## config.mk

```make
export PLATFORM = sky130hd
export DESIGN_NAME = x86_prefix_modrm_sib_decoder_top
export DESIGN_NICKNAME = d
export VERILOG_FILES = /design/src/hw/rtl/x86dec_pkg.sv /design/src/hw/rtl/x86dec_prefix_scan.sv /design/src/hw/rtl/x86_prefix_modrm_sib_decoder_top.sv
export SDC_FILE = /design/constraint.sdc
export NUM_CORES = 1
export LEC_CHECK = 0
export BUFFER_PORTS_ARGS = -buffer_cell sky130_fd_sc_hd__buf_2
export CORE_ASPECT_RATIO = 1.4
export CORE_MARGIN = 1
export CORE_UTILIZATION = 55
export DETAILED_ROUTE_END_ITERATION = 6
export PLACE_DENSITY_LB_ADDON = 0.12
export SYNTH_ARGS = -nofsm -noshare
export SYNTH_HDL_FRONTEND = slang
export SYNTH_HIERARCHICAL = 1
export SYNTH_SLANG_ARGS = --single-unit
```

## constraint.sdc

```tcl
create_clock -name clock -period 6.5 [get_ports clock]
set_clock_uncertainty 0.15 [all_clocks]
set_input_delay 0.975 -clock clock [delete_from_list [all_inputs] [get_ports clock]]
set_output_delay 0.975 -clock clock [all_outputs]
set_load 0.05 [all_outputs]
```

## src/hw/rtl/x86dec_pkg.sv

```systemverilog
// Shared types, constants and table functions for the x86 prefix, ModR/M and SIB decoder.
package x86dec_pkg;

   localparam int MaxPrefixes = 4;
   localparam int WindowBytes = 16;
   localparam int ScanBytes   = 15;
   localparam int WindowBits  = WindowBytes * 8;

   localparam logic [7:0] PrefLock  = 8'hF0;
   localparam logic [7:0] PrefRepnz = 8'hF2;
   localparam logic [7:0] PrefRep   = 8'hF3;
   localparam logic [7:0] PrefOpsz  = 8'h66;
   localparam logic [7:0] PrefAdsz  = 8'h67;
   localparam logic [7:0] PrefSegEs = 8'h26;
   localparam logic [7:0] PrefSegCs = 8'h2E;
   localparam logic [7:0] PrefSegSs = 8'h36;
   localparam logic [7:0] PrefSegDs = 8'h3E;
   localparam logic [7:0] PrefSegFs = 8'h64;
   localparam logic [7:0] PrefSegGs = 8'h65;

   localparam logic [3:0] FlagRepnz = 4'b0001;
   localparam logic [3:0] FlagRep   = 4'b0010;
   localparam logic [3:0] FlagOpsz  = 4'b0100;
   localparam logic [3:0] FlagAdsz  = 4'b1000;

   localparam logic [2:0] SegNone = 3'd0;
   localparam logic [2:0] SegEs   = 3'd1;
   localparam logic [2:0] SegCs   = 3'd2;
   localparam logic [2:0] SegSs   = 3'd3;
   localparam logic [2:0] SegDs   = 3'd4;
   localparam logic [2:0] SegFs   = 3'd5;
   localparam logic [2:0] SegGs   = 3'd6;

   localparam logic [3:0] RegNone = 4'd8;

   localparam logic [1:0] ModIndirect = 2'd0;
   localparam logic [1:0] ModDisp8    = 2'd1;
   localparam logic [1:0] ModDisp32   = 2'd2;
   localparam logic [1:0] ModRegister = 2'd3;

   localparam logic [2:0] RmSib     = 3'd4;
   localparam logic [2:0] RmDisp32  = 3'd5;
   localparam logic [2:0] SibNoIdx  = 3'd4;
   localparam logic [2:0] SibNoBase = 3'd5;

   localparam logic [2:0] DispNone  = 3'd0;
   localparam logic [2:0] DispByte  = 3'd1;
   localparam logic [2:0] DispDword = 3'd4;

   typedef struct packed {
      logic       is_prefix;
      logic [3:0] flags;
      logic [2:0] seg;
   } prefix_class_type;

   typedef struct packed {
      logic [3:0] count;
      logic [3:0] flags;
      logic [2:0] seg;
   } prefix_info_type;

   typedef struct packed {
      logic [3:0] base;
      logic [2:0] disp_bytes;
      logic       has_sib;
   } modrm_entry_type;

   function automatic prefix_class_type classify_prefix(input logic [7:0] b);
      prefix_class_type c;
      c.is_prefix = 1'b1;
      c.flags     = 4'b0000;
      c.seg       = SegNone;
      case (b)
         PrefLock:  c.flags = 4'b0000;
         PrefRepnz: c.flags = FlagRepnz;
         PrefRep:   c.flags = FlagRep;
         PrefOpsz:  c.flags = FlagOpsz;
         PrefAdsz:  c.flags = FlagAdsz;
         PrefSegEs: c.seg   = SegEs;
         PrefSegCs: c.seg   = SegCs;
         PrefSegSs: c.seg   = SegSs;
         PrefSegDs: c.seg   = SegDs;
         PrefSegFs: c.seg   = SegFs;
         PrefSegGs: c.seg   = SegGs;
         default:   c.is_prefix = 1'b0;
      endcase
      return c;
   endfunction

   function automatic modrm_entry_type modrm_entry(input logic [1:0] md, input logic [2:0] rm);
      modrm_entry_type e;
      e.base       = {1'b0, rm};
      e.disp_bytes = DispNone;
      e.has_sib    = 1'b0;
      case (md)
         ModIndirect: begin
            if (rm == RmSib) begin
               e.base    = RegNone;
               e.has_sib = 1'b1;
            end else if (rm == RmDisp32) begin
               e.base       = RegNone;
               e.disp_bytes = DispDword;
            end
         end
         ModDisp8: begin
            e.disp_bytes = DispByte;
            if (rm == RmSib) begin
               e.base    = RegNone;
               e.has_sib = 1'b1;
            end
         end
         ModDisp32: begin
            e.disp_bytes = DispDword;
            if (rm == RmSib) begin
               e.base    = RegNone;
               e.has_sib = 1'b1;
            end
         end
         default: e.base = RegNone;
      endcase
      return e;
   endfunction

   function automatic logic [3:0] scale_of(input logic [1:0] ss);
      logic [3:0] s;
      case (ss)
         2'd0:    s = 4'd1;
         2'd1:    s = 4'd2;
         2'd2:    s = 4'd4;
         default: s = 4'd8;
      endcase
      return s;
   endfunction

endpackage

```

## src/hw/rtl/x86dec_prefix_scan.sv

```systemverilog
// Leading prefix scan: prefix count, prefix flags and last segment override.
module x86dec_prefix_scan (
   input  logic [x86dec_pkg::WindowBits-1:0] window,
   output x86dec_pkg::prefix_info_type       info
);

   always_comb begin
      x86dec_pkg::prefix_class_type cls;
      logic scanning;
      info.count = 4'(x86dec_pkg::ScanBytes);
      info.flags = 4'b0000;
      info.seg   = x86dec_pkg::SegNone;
      scanning   = 1'b1;
      for (int i = 0; i < x86dec_pkg::ScanBytes; i++) begin
         cls = x86dec_pkg::classify_prefix(window[i*8 +: 8]);
         if (scanning) begin
            if (cls.is_prefix) begin
               info.flags = info.flags | cls.flags;
               if (cls.seg != x86dec_pkg::SegNone) begin
                  info.seg = cls.seg;
               end
            end else begin
               scanning   = 1'b0;
               info.count = 4'(i);
            end
         end
      end
   end

endmodule

```

## src/hw/rtl/x86_prefix_modrm_sib_decoder_top.sv

```systemverilog
// Top level of the x86 prefix, ModR/M and SIB decoder pipeline.
// Accepts one instruction word per clock while req_ready is high and returns one decoded word per
// accepted word, in order. Four register stages hold the pipeline: prefix scan, alignment of
// the window to the opcode, ModR/M and SIB decode, then displacement, immediate and length
// extraction into the output register. A stall at rsp_ready backs up stage by stage; empty
// stages keep filling, so throughput stays at one word per cycle whenever rsp_ready is high.
module x86_prefix_modrm_sib_decoder_top (
   input  logic               clock,
   input  logic               reset,
   input  logic               req_valid,
   output logic               req_ready,
   input  logic [63:0]        req_window_low,
   input  logic [63:0]        req_window_high,
   input  logic [1:0]         req_opcode_length,
   input  logic               req_has_modrm,
   input  logic [2:0]         req_immediate_length,
   input  logic [4:0]         req_index_shift,
   output logic               rsp_valid,
   input  logic               rsp_ready,
   output logic [3:0]         rsp_prefix_flags,
   output logic [2:0]         rsp_segment_override,
   output logic [7:0]         rsp_modrm_value,
   output logic [3:0]         rsp_base_register,
   output logic [3:0]         rsp_index_register,
   output logic [3:0]         rsp_scale_factor,
   output logic signed [31:0] rsp_displacement,
   output logic [31:0]        rsp_immediate_value,
   output logic [2:0]         rsp_register_index,
   output logic [3:0]         rsp_total_length,
   output logic               rsp_decode_error
);

   localparam int WB = x86dec_pkg::WindowBits;

   logic adv1, adv2, adv3, adv4;
   logic s1_valid_ff, s2_valid_ff, s3_valid_ff, rsp_valid_ff;

   // stage 1 inputs
   logic [WB-1:0]                 win_in;
   x86dec_pkg::prefix_info_type   pinfo_in;

   // stage 1 registers
   logic [WB-1:0]                 s1_win_ff;
   x86dec_pkg::prefix_info_type   s1_pinfo_ff;
   logic [1:0]                    s1_oplen_ff;
   logic                          s1_modrm_ff;
   logic [2:0]                    s1_immlen_ff;
   logic [4:0]                    s1_shift_ff;

   // stage 2
   logic [WB-1:0]                 s2_win_in;
   logic [2:0]                    s2_regidx_in;
   logic [WB-1:0]                 s2_win_ff;
   x86dec_pkg::prefix_info_type   s2_pinfo_ff;
   logic [1:0]                    s2_oplen_ff;
   logic                          s2_modrm_ff;
   logic [2:0]                    s2_immlen_ff;
   logic [2:0]                    s2_regidx_ff;

   // stage 3
   logic [7:0]                    s3_modrm_in;
   logic [3:0]                    s3_base_in, s3_index_in, s3_scale_in;
   logic [2:0]                    s3_dsize_in;
   logic [3:0]                    s3_doff_in, s3_ioff_in;
   logic [WB-1:0]                 s3_win_ff;
   x86dec_pkg::prefix_info_type   s3_pinfo_ff;
   logic [2:0]                    s3_immlen_ff;
   logic [2:0]                    s3_regidx_ff;
   logic [7:0]                    s3_modrm_ff;
   logic [3:0]                    s3_base_ff, s3_index_ff, s3_scale_ff;
   logic [2:0]                    s3_dsize_ff;
   logic [3:0]                    s3_doff_ff, s3_ioff_ff;

   // stage 4 (output register)
   logic [31:0]                   disp_in, imm_in;
   logic [3:0]                    total_in;
   logic                          err_in;
   logic [3:0]                    flags_ff;
   logic [2:0]                    seg_ff;
   logic [7:0]                    modrm_ff;
   logic [3:0]                    base_ff, index_ff, scale_ff;
   logic [31:0]                   disp_ff, imm_ff;
   logic [2:0]                    regidx_ff;
   logic [3:0]                    total_ff;
   logic                          err_ff;

   assign adv4      = !rsp_valid_ff || rsp_ready;
   assign adv3      = !s3_valid_ff || adv4;
   assign adv2      = !s2_valid_ff || adv3;
   assign adv1      = !s1_valid_ff || adv2;
   assign req_ready = adv1;

   always_ff @(posedge clock) begin
      if (reset) begin
         s1_valid_ff  <= 1'b0;
         s2_valid_ff  <= 1'b0;
         s3_valid_ff  <= 1'b0;
         rsp_valid_ff <= 1'b0;
      end else begin
         if (adv1) begin
            s1_valid_ff <= req_valid;
         end
         if (adv2) begin
            s2_valid_ff <= s1_valid_ff;
         end
         if (adv3) begin
            s3_valid_ff <= s2_valid_ff;
         end
         if (adv4) begin
            rsp_valid_ff <= s3_valid_ff;
         end
      end
   end

   // stage 1: prefix scan
   assign win_in = {req_window_high, req_window_low};

   x86dec_prefix_scan u_scan (
      .window (win_in),
      .info   (pinfo_in)
   );

   always_ff @(posedge clock) begin
      if (adv1) begin
         s1_win_ff    <= win_in;
         s1_pinfo_ff  <= pinfo_in;
         s1_oplen_ff  <= (req_opcode_length == 2'd0) ? 2'd1 : req_opcode_length;
         s1_modrm_ff  <= req_has_modrm;
         s1_immlen_ff <= req_immediate_length;
         s1_shift_ff  <= req_index_shift;
      end
   end

   // stage 2: align window to the opcode, pick the register index
   always_comb begin
      logic [31:0] opword;
      s2_win_in    = s1_win_ff >> {s1_pinfo_ff.count, 3'b000};
      opword       = s2_win_in[31:0];
      s2_regidx_in = 3'(opword >> s1_shift_ff);
   end

   always_ff @(posedge clock) begin
      if (adv2) begin
         s2_win_ff    <= s2_win_in;
         s2_pinfo_ff  <= s1_pinfo_ff;
         s2_oplen_ff  <= s1_oplen_ff;
         s2_modrm_ff  <= s1_modrm_ff;
         s2_immlen_ff <= s1_immlen_ff;
         s2_regidx_ff <= s2_regidx_in;
      end
   end

   // stage 3: ModR/M and SIB decode
   always_comb begin
      x86dec_pkg::modrm_entry_type ent;
      logic [3:0] mpos, spos;
      logic [7:0] mbyte, sib;
      mpos        = {2'b00, s2_oplen_ff};
      spos        = mpos + 4'd1;
      mbyte       = s2_win_ff[{mpos, 3'b000} +: 8];
      sib         = s2_win_ff[{spos, 3'b000} +: 8];
      ent         = x86dec_pkg::modrm_entry(mbyte[7:6], mbyte[2:0]);
      s3_modrm_in = 8'd0;
      s3_base_in  = x86dec_pkg::RegNone;
      s3_index_in = x86dec_pkg::RegNone;
      s3_scale_in = 4'd0;
      s3_dsize_in = x86dec_pkg::DispNone;
      s3_doff_in  = mpos;
      s3_ioff_in  = mpos;
      if (s2_modrm_ff) begin
         s3_modrm_in = mbyte;
         s3_base_in  = ent.base;
         s3_dsize_in = ent.disp_bytes;
         s3_doff_in  = spos;
         if (ent.has_sib) begin
            s3_scale_in = x86dec_pkg::scale_of(sib[7:6]);
            s3_index_in = (sib[5:3] == x86dec_pkg::SibNoIdx) ? x86dec_pkg::RegNone
                                                             : {1'b0, sib[5:3]};
            s3_base_in  = {1'b0, sib[2:0]};
            if (sib[2:0] == x86dec_pkg::SibNoBase && mbyte[7:6] == x86dec_pkg::ModIndirect) begin
               s3_base_in  = x86dec_pkg::RegNone;
               s3_dsize_in = x86dec_pkg::DispDword;
            end
            s3_doff_in = spos + 4'd1;
         end
         s3_ioff_in = s3_doff_in + {1'b0, s3_dsize_in};
      end
   end

   always_ff @(posedge clock) begin
      if (adv3) begin
         s3_win_ff    <= s2_win_ff;
         s3_pinfo_ff  <= s2_pinfo_ff;
         s3_immlen_ff <= s2_immlen_ff;
         s3_regidx_ff <= s2_regidx_ff;
         s3_modrm_ff  <= s3_modrm_in;
         s3_base_ff   <= s3_base_in;
         s3_index_ff  <= s3_index_in;
         s3_scale_ff  <= s3_scale_in;
         s3_dsize_ff  <= s3_dsize_in;
         s3_doff_ff   <= s3_doff_in;
         s3_ioff_ff   <= s3_ioff_in;
      end
   end

   // stage 4: displacement, immediate, length and error
   always_comb begin
      logic [31:0] draw, iraw;
      logic [2:0]  ilen;
      logic        bad_imm;
      logic [4:0]  sum;
      draw    = s3_win_ff[{s3_doff_ff, 3'b000} +: 32];
      iraw    = s3_win_ff[{s3_ioff_ff, 3'b000} +: 32];
      bad_imm = 1'b0;
      case (s3_immlen_ff)
         3'd0: begin
            ilen   = 3'd0;
            imm_in = 32'd0;
         end
         3'd1: begin
            ilen   = 3'd1;
            imm_in = {24'd0, iraw[7:0]};
         end
         3'd2: begin
            ilen   = 3'd2;
            imm_in = {16'd0, iraw[15:0]};
         end
         3'd4: begin
            ilen   = 3'd4;
            imm_in = iraw;
         end
         default: begin
            ilen    = 3'd0;
            imm_in  = 32'd0;
            bad_imm = 1'b1;
         end
      endcase
      case (s3_dsize_ff)
         x86dec_pkg::DispByte:  disp_in = {{24{draw[7]}}, draw[7:0]};
         x86dec_pkg::DispDword: disp_in = draw;
         default:               disp_in = 32'd0;
      endcase
      sum      = {1'b0, s3_pinfo_ff.count} + {1'b0, s3_ioff_ff} + {2'b00, ilen};
      total_in = (sum > 5'd15) ? 4'd15 : sum[3:0];
      err_in   = (s3_pinfo_ff.count > 4'(x86dec_pkg::MaxPrefixes)) || bad_imm || (sum > 5'd15);
   end

   always_ff @(posedge clock) begin
      if (adv4) begin
         flags_ff  <= s3_pinfo_ff.flags;
         seg_ff    <= s3_pinfo_ff.seg;
         modrm_ff  <= s3_modrm_ff;
         base_ff   <= s3_base_ff;
         index_ff  <= s3_index_ff;
         scale_ff  <= s3_scale_ff;
         disp_ff   <= disp_in;
         imm_ff    <= imm_in;
         regidx_ff <= s3_regidx_ff;
         total_ff  <= total_in;
         err_ff    <= err_in;
      end
   end

   assign rsp_valid            = rsp_valid_ff;
   assign rsp_prefix_flags     = flags_ff;
   assign rsp_segment_override = seg_ff;
   assign rsp_modrm_value      = modrm_ff;
   assign rsp_base_register    = base_ff;
   assign rsp_index_register   = index_ff;
   assign rsp_scale_factor     = scale_ff;
   assign rsp_displacement     = disp_ff;
   assign rsp_immediate_value  = imm_ff;
   assign rsp_register_index   = regidx_ff;
   assign rsp_total_length     = total_ff;
   assign rsp_decode_error     = err_ff;

endmodule

```

==> results.py <==
metrics = {
    "synth": {
        "syn_area_per_cell_sq_um": 11.1,
        "synth_seq_area_share": 0.477,
        "yosys-top-cells-count": "572 x edfxtp_1, 305 x nand2_1, 305 x nor2_1",
        "synthMuxAreaShare": 0.194,
        "synth.most_common_cell": "edfxtp_1",
        "synth.area.top_cells": "edfxtp_1 47%, mux2i_1 7.9%, mux4_2 7.2%, mux2_2 3.4%, nand2_1 3.2%",
        "synth_area_sq_um": 36200,
        "synth_top_area_cell": "edfxtp_1",
        "async_reset_ff_frac": 0,
        "ys_seq_elements": 576,
        "synth_top_family_by_area": "multiplexers",
        "synth_edf_count": 572,
        "syn_nets": 3436,
        "synth-xor-area-share": 0.00532,
        "ys.flop_type": "edfxtp_1",
        "synth_compound_area_frac": 0.151,
        "synth-simple-area-share": 0.133,
        "postSynthCellCount": 3274,
        "yosysTopAreaCellShare": 0.474,
        "ys_types": 102,
        "synth_fa_ha_area_frac": 0.00740,
        "ys.warnings.count": 6,
    },
    "sta": {
        "fin_setup_tns_ns": 0,
        "slew_headroom": 0.0542,
        "whs_ns": 0.260,
        "drv_slew": 0,
        "fin_crit_ns": 4.87,
        "worstMarginPinSlew_ns": 1.38,
        "hold_viol": 0,
        "rsz0062_at_grt": "no",
        "fmax_mhz": 206,
        "fin_crit_sh": 0.748,
        "setup_viol_count_final": 0,
    },
    "routing": {
        "wire_per_inst_um": 33.5,
        "drcViolationCount": 4,
        "wirelength_um": 143000,
        "drtAntennaViolNets": 0,
        "drt-initial-drc-count": 3673,
        "drt_first_pass_iters": 7,
        "vias_per_cell": 7.11,
        "num_vias": 30492,
    },
    "place": {
        "dp_cells": 4187,
        "gp_congestion": 1.12,
        "dp_hpwl_um": 107000,
        "placed_area_sq_um": 38100,
        "io_buffers": 243,
    },
    "clock_network": {
        "cts_hold_buffers": 0,
        "htreeDepth": 2,
        "clk_latency_ns": 0.66,
        "cts-resized-gates": 0,
        "cts_made_buffers": 54,
        "cts-root-buf": "clkbuf_16",
        "cts_tree": "done",
        "path_clk_slew_ns": 0.07,
        "clockBufferDepth": 3,
        "post-cts-setup-buffers": 0,
        "clkSinkCount": 576,
    },
    "min_path": {
        "hp-class": "reg -> reg",
    },
    "pwr": {
        "p_sw_frac": 0.304,
        "cellLeakagePower_nw": 15.1,
        "p_clk_frac": 0.331,
        "seqPwrFrac": 0.473,
        "p_sw_mw": 2.99,
        "internal-power_mw": 6.84,
        "p_per_area_nw_per_um2": 246,
        "p_comb_frac": 0.195,
        "ir_drop_uv": 224,
    },
    "global_route": {
        "grt_pass1_vias": 29137,
        "grt.total_usage": 0.429,
        "grt_max_degree": 170,
        "grt_antenna_before_repair": 4,
        "grt_pass1_wl_um": 204000,
        "overflow": 0,
    },
    "floorplanning": {
        "start_util": 0.560,
        "die_y_um": 306,
        "std_cell_rows": 110,
        "dieArea_sq_um": 66900,
        "die_width_um": 219,
        "ios": 244,
        "core_area_sq_um": 64700,
    },
    "critical_path": {
        "cp.required_ns": 6.76,
        "cp_cell_sequence": "mux2_2 > nand2_1 > o21ai_0 > inv_1 > ha_1 > nor3_1 > or4b_4 > or2_1 > or2_1 > o211ai_1 > ha_1 > a31oi_1 > xnor2_1 > and2_1",
        "path_max_fanout": 25,
        "cp-end-kind": "flop",
        "critPathKind": "reg -> reg",
        "cp-start-kind": "flop",
        "critPathSlowestCell": "edfxtp_1",
        "arrival_ns": 5.12,
        "slowest_delay_ns": 1.04,
    },
    "cells_and_area": {
        "fin_nets": 3566,
        "syn_to_final_growth_pct": 10.2,
        "seq_area_sq_um": 17300,
        "multiInputGateArea_sq_um": 17800,
        "final_cells": 4288,
        "design_area_sq_um": 39900,
        "drive_gt1_frac": 0.197,
        "fill_cells": 5189,
    },
    "job": {
        "max_cap_violations": 0,
    },
    "status": {
        "status": "finished, violations left",
        "violations": "design-rule violations",
    },
}
-- power by group through the flow --
| stage | logic, mW | registers (mW) | clock network, mW |
|---|---|---|---|
| 2_1_floorplan | 1.14 | 4.71 | 0 |
| 4_1_cts | 1.85 | 4.63 | 3.29 |
| 6_report | 1.92 | 4.66 | 3.26 |
| 3_5_place_dp | 1.85 | 4.71 | 0 |
| 3_3_place_gp | 1.82 | 4.70 | 0 |
| 5_1_grt | 2.02 | 4.65 | 3.42 |
-- through the flow --
step                      power (mW)   util  worst slack, ns
after floorplan                 5.85      -            0.659
after global placement          6.52  0.589             1.92
after detailed placement        6.55  0.589             1.80
after CTS                       9.77  0.617             1.70
after global routing            10.1  0.617             1.46
final                           9.83  0.617             1.63
-- state kept, by name, summed over array words and instances, names as in the netlist, 11 cells and up --
| register | cells |
|---|---|
| s3_pinfo_ff | 11 |
| s1_win_ff | 128 |
| rsp_immediate_value | 32 |
| s3_win_ff | 128 |
| s2_win_ff | 128 |
| s2_pinfo_ff | 11 |
| rsp_displacement | 32 |
| s1_pinfo_ff | 11 |
-- area by class of cell --
cell class              count  share of cell area
inverters                  58             0.00564
diodes                      3            0.000188
flip-flops and latches    576               0.432
well taps                 840              0.0263
clock inverters            40              0.0112
clock buffers              57              0.0341
repair buffers            314              0.0449
multi-input cells        2400               0.445
-- cell families after synthesis --
| logic type | count (synthesis) |
|---|---|
| fa+ha+maj | 19 |
| buf+inv | 298 |
| xor+xnor | 22 |
| simple gates | 997 |
| flops | 576 |
| mux | 539 |
| compound gates | 823 |
-- cells in the final DEF, fill, tap and decap left out, drive strengths merged, types with 29 or more instances in the layout --
cell and count:
mux2i 285, and3 29, and2 33, mux2 139, nand2 307, nand2b 44, nor2b 40, o21ai 167
inv 65, a21oi 208, nor3 56, o221ai 46, mux4 115, buf 313, edfxtp 572, nand3 37
o22ai 57, nor2 306, a22oi 33, a31oi 32, a211oi 52, o211ai 54, clkbuf 58
-- worst max-delay path: cells and delay by family, from the launching register on --
kind            cells  cell delay (ns)
xor+xnor            1             0.11
mux                 1             0.45
flops               1             1.04
compound gates      3             0.61
buf+inv             1             0.17
fa+ha+maj           2             0.61
simple gates        6             1.47
-- final timing paths --
kind,startpoint,slack [ns],end,depth (start not counted)
setup reg to reg,s2_oplen_ff[1],1.63,s3_ioff_ff[3],14
hold reg to reg,s3_scale_ff[1],0.26,rsp_scale_factor[1],0
setup / recovery,s2_oplen_ff[1],1.63,s3_ioff_ff[3],14
hold / removal,s3_scale_ff[1],0.26,rsp_scale_factor[1],0
-- routing by layer --
layer | routed length, um | global-route usage | up-vias
li1 | - | - | 13025
met1 | 46100 | 0.461 | 14653
met2 | 66400 | 0.685 | 2187
met3 | 12700 | 0.0882 | 621
met4 | 18300 | 0.434 | 6
met5 | 36 | 0 | -
No activity file was read; power rests on OpenSTA's default activity.
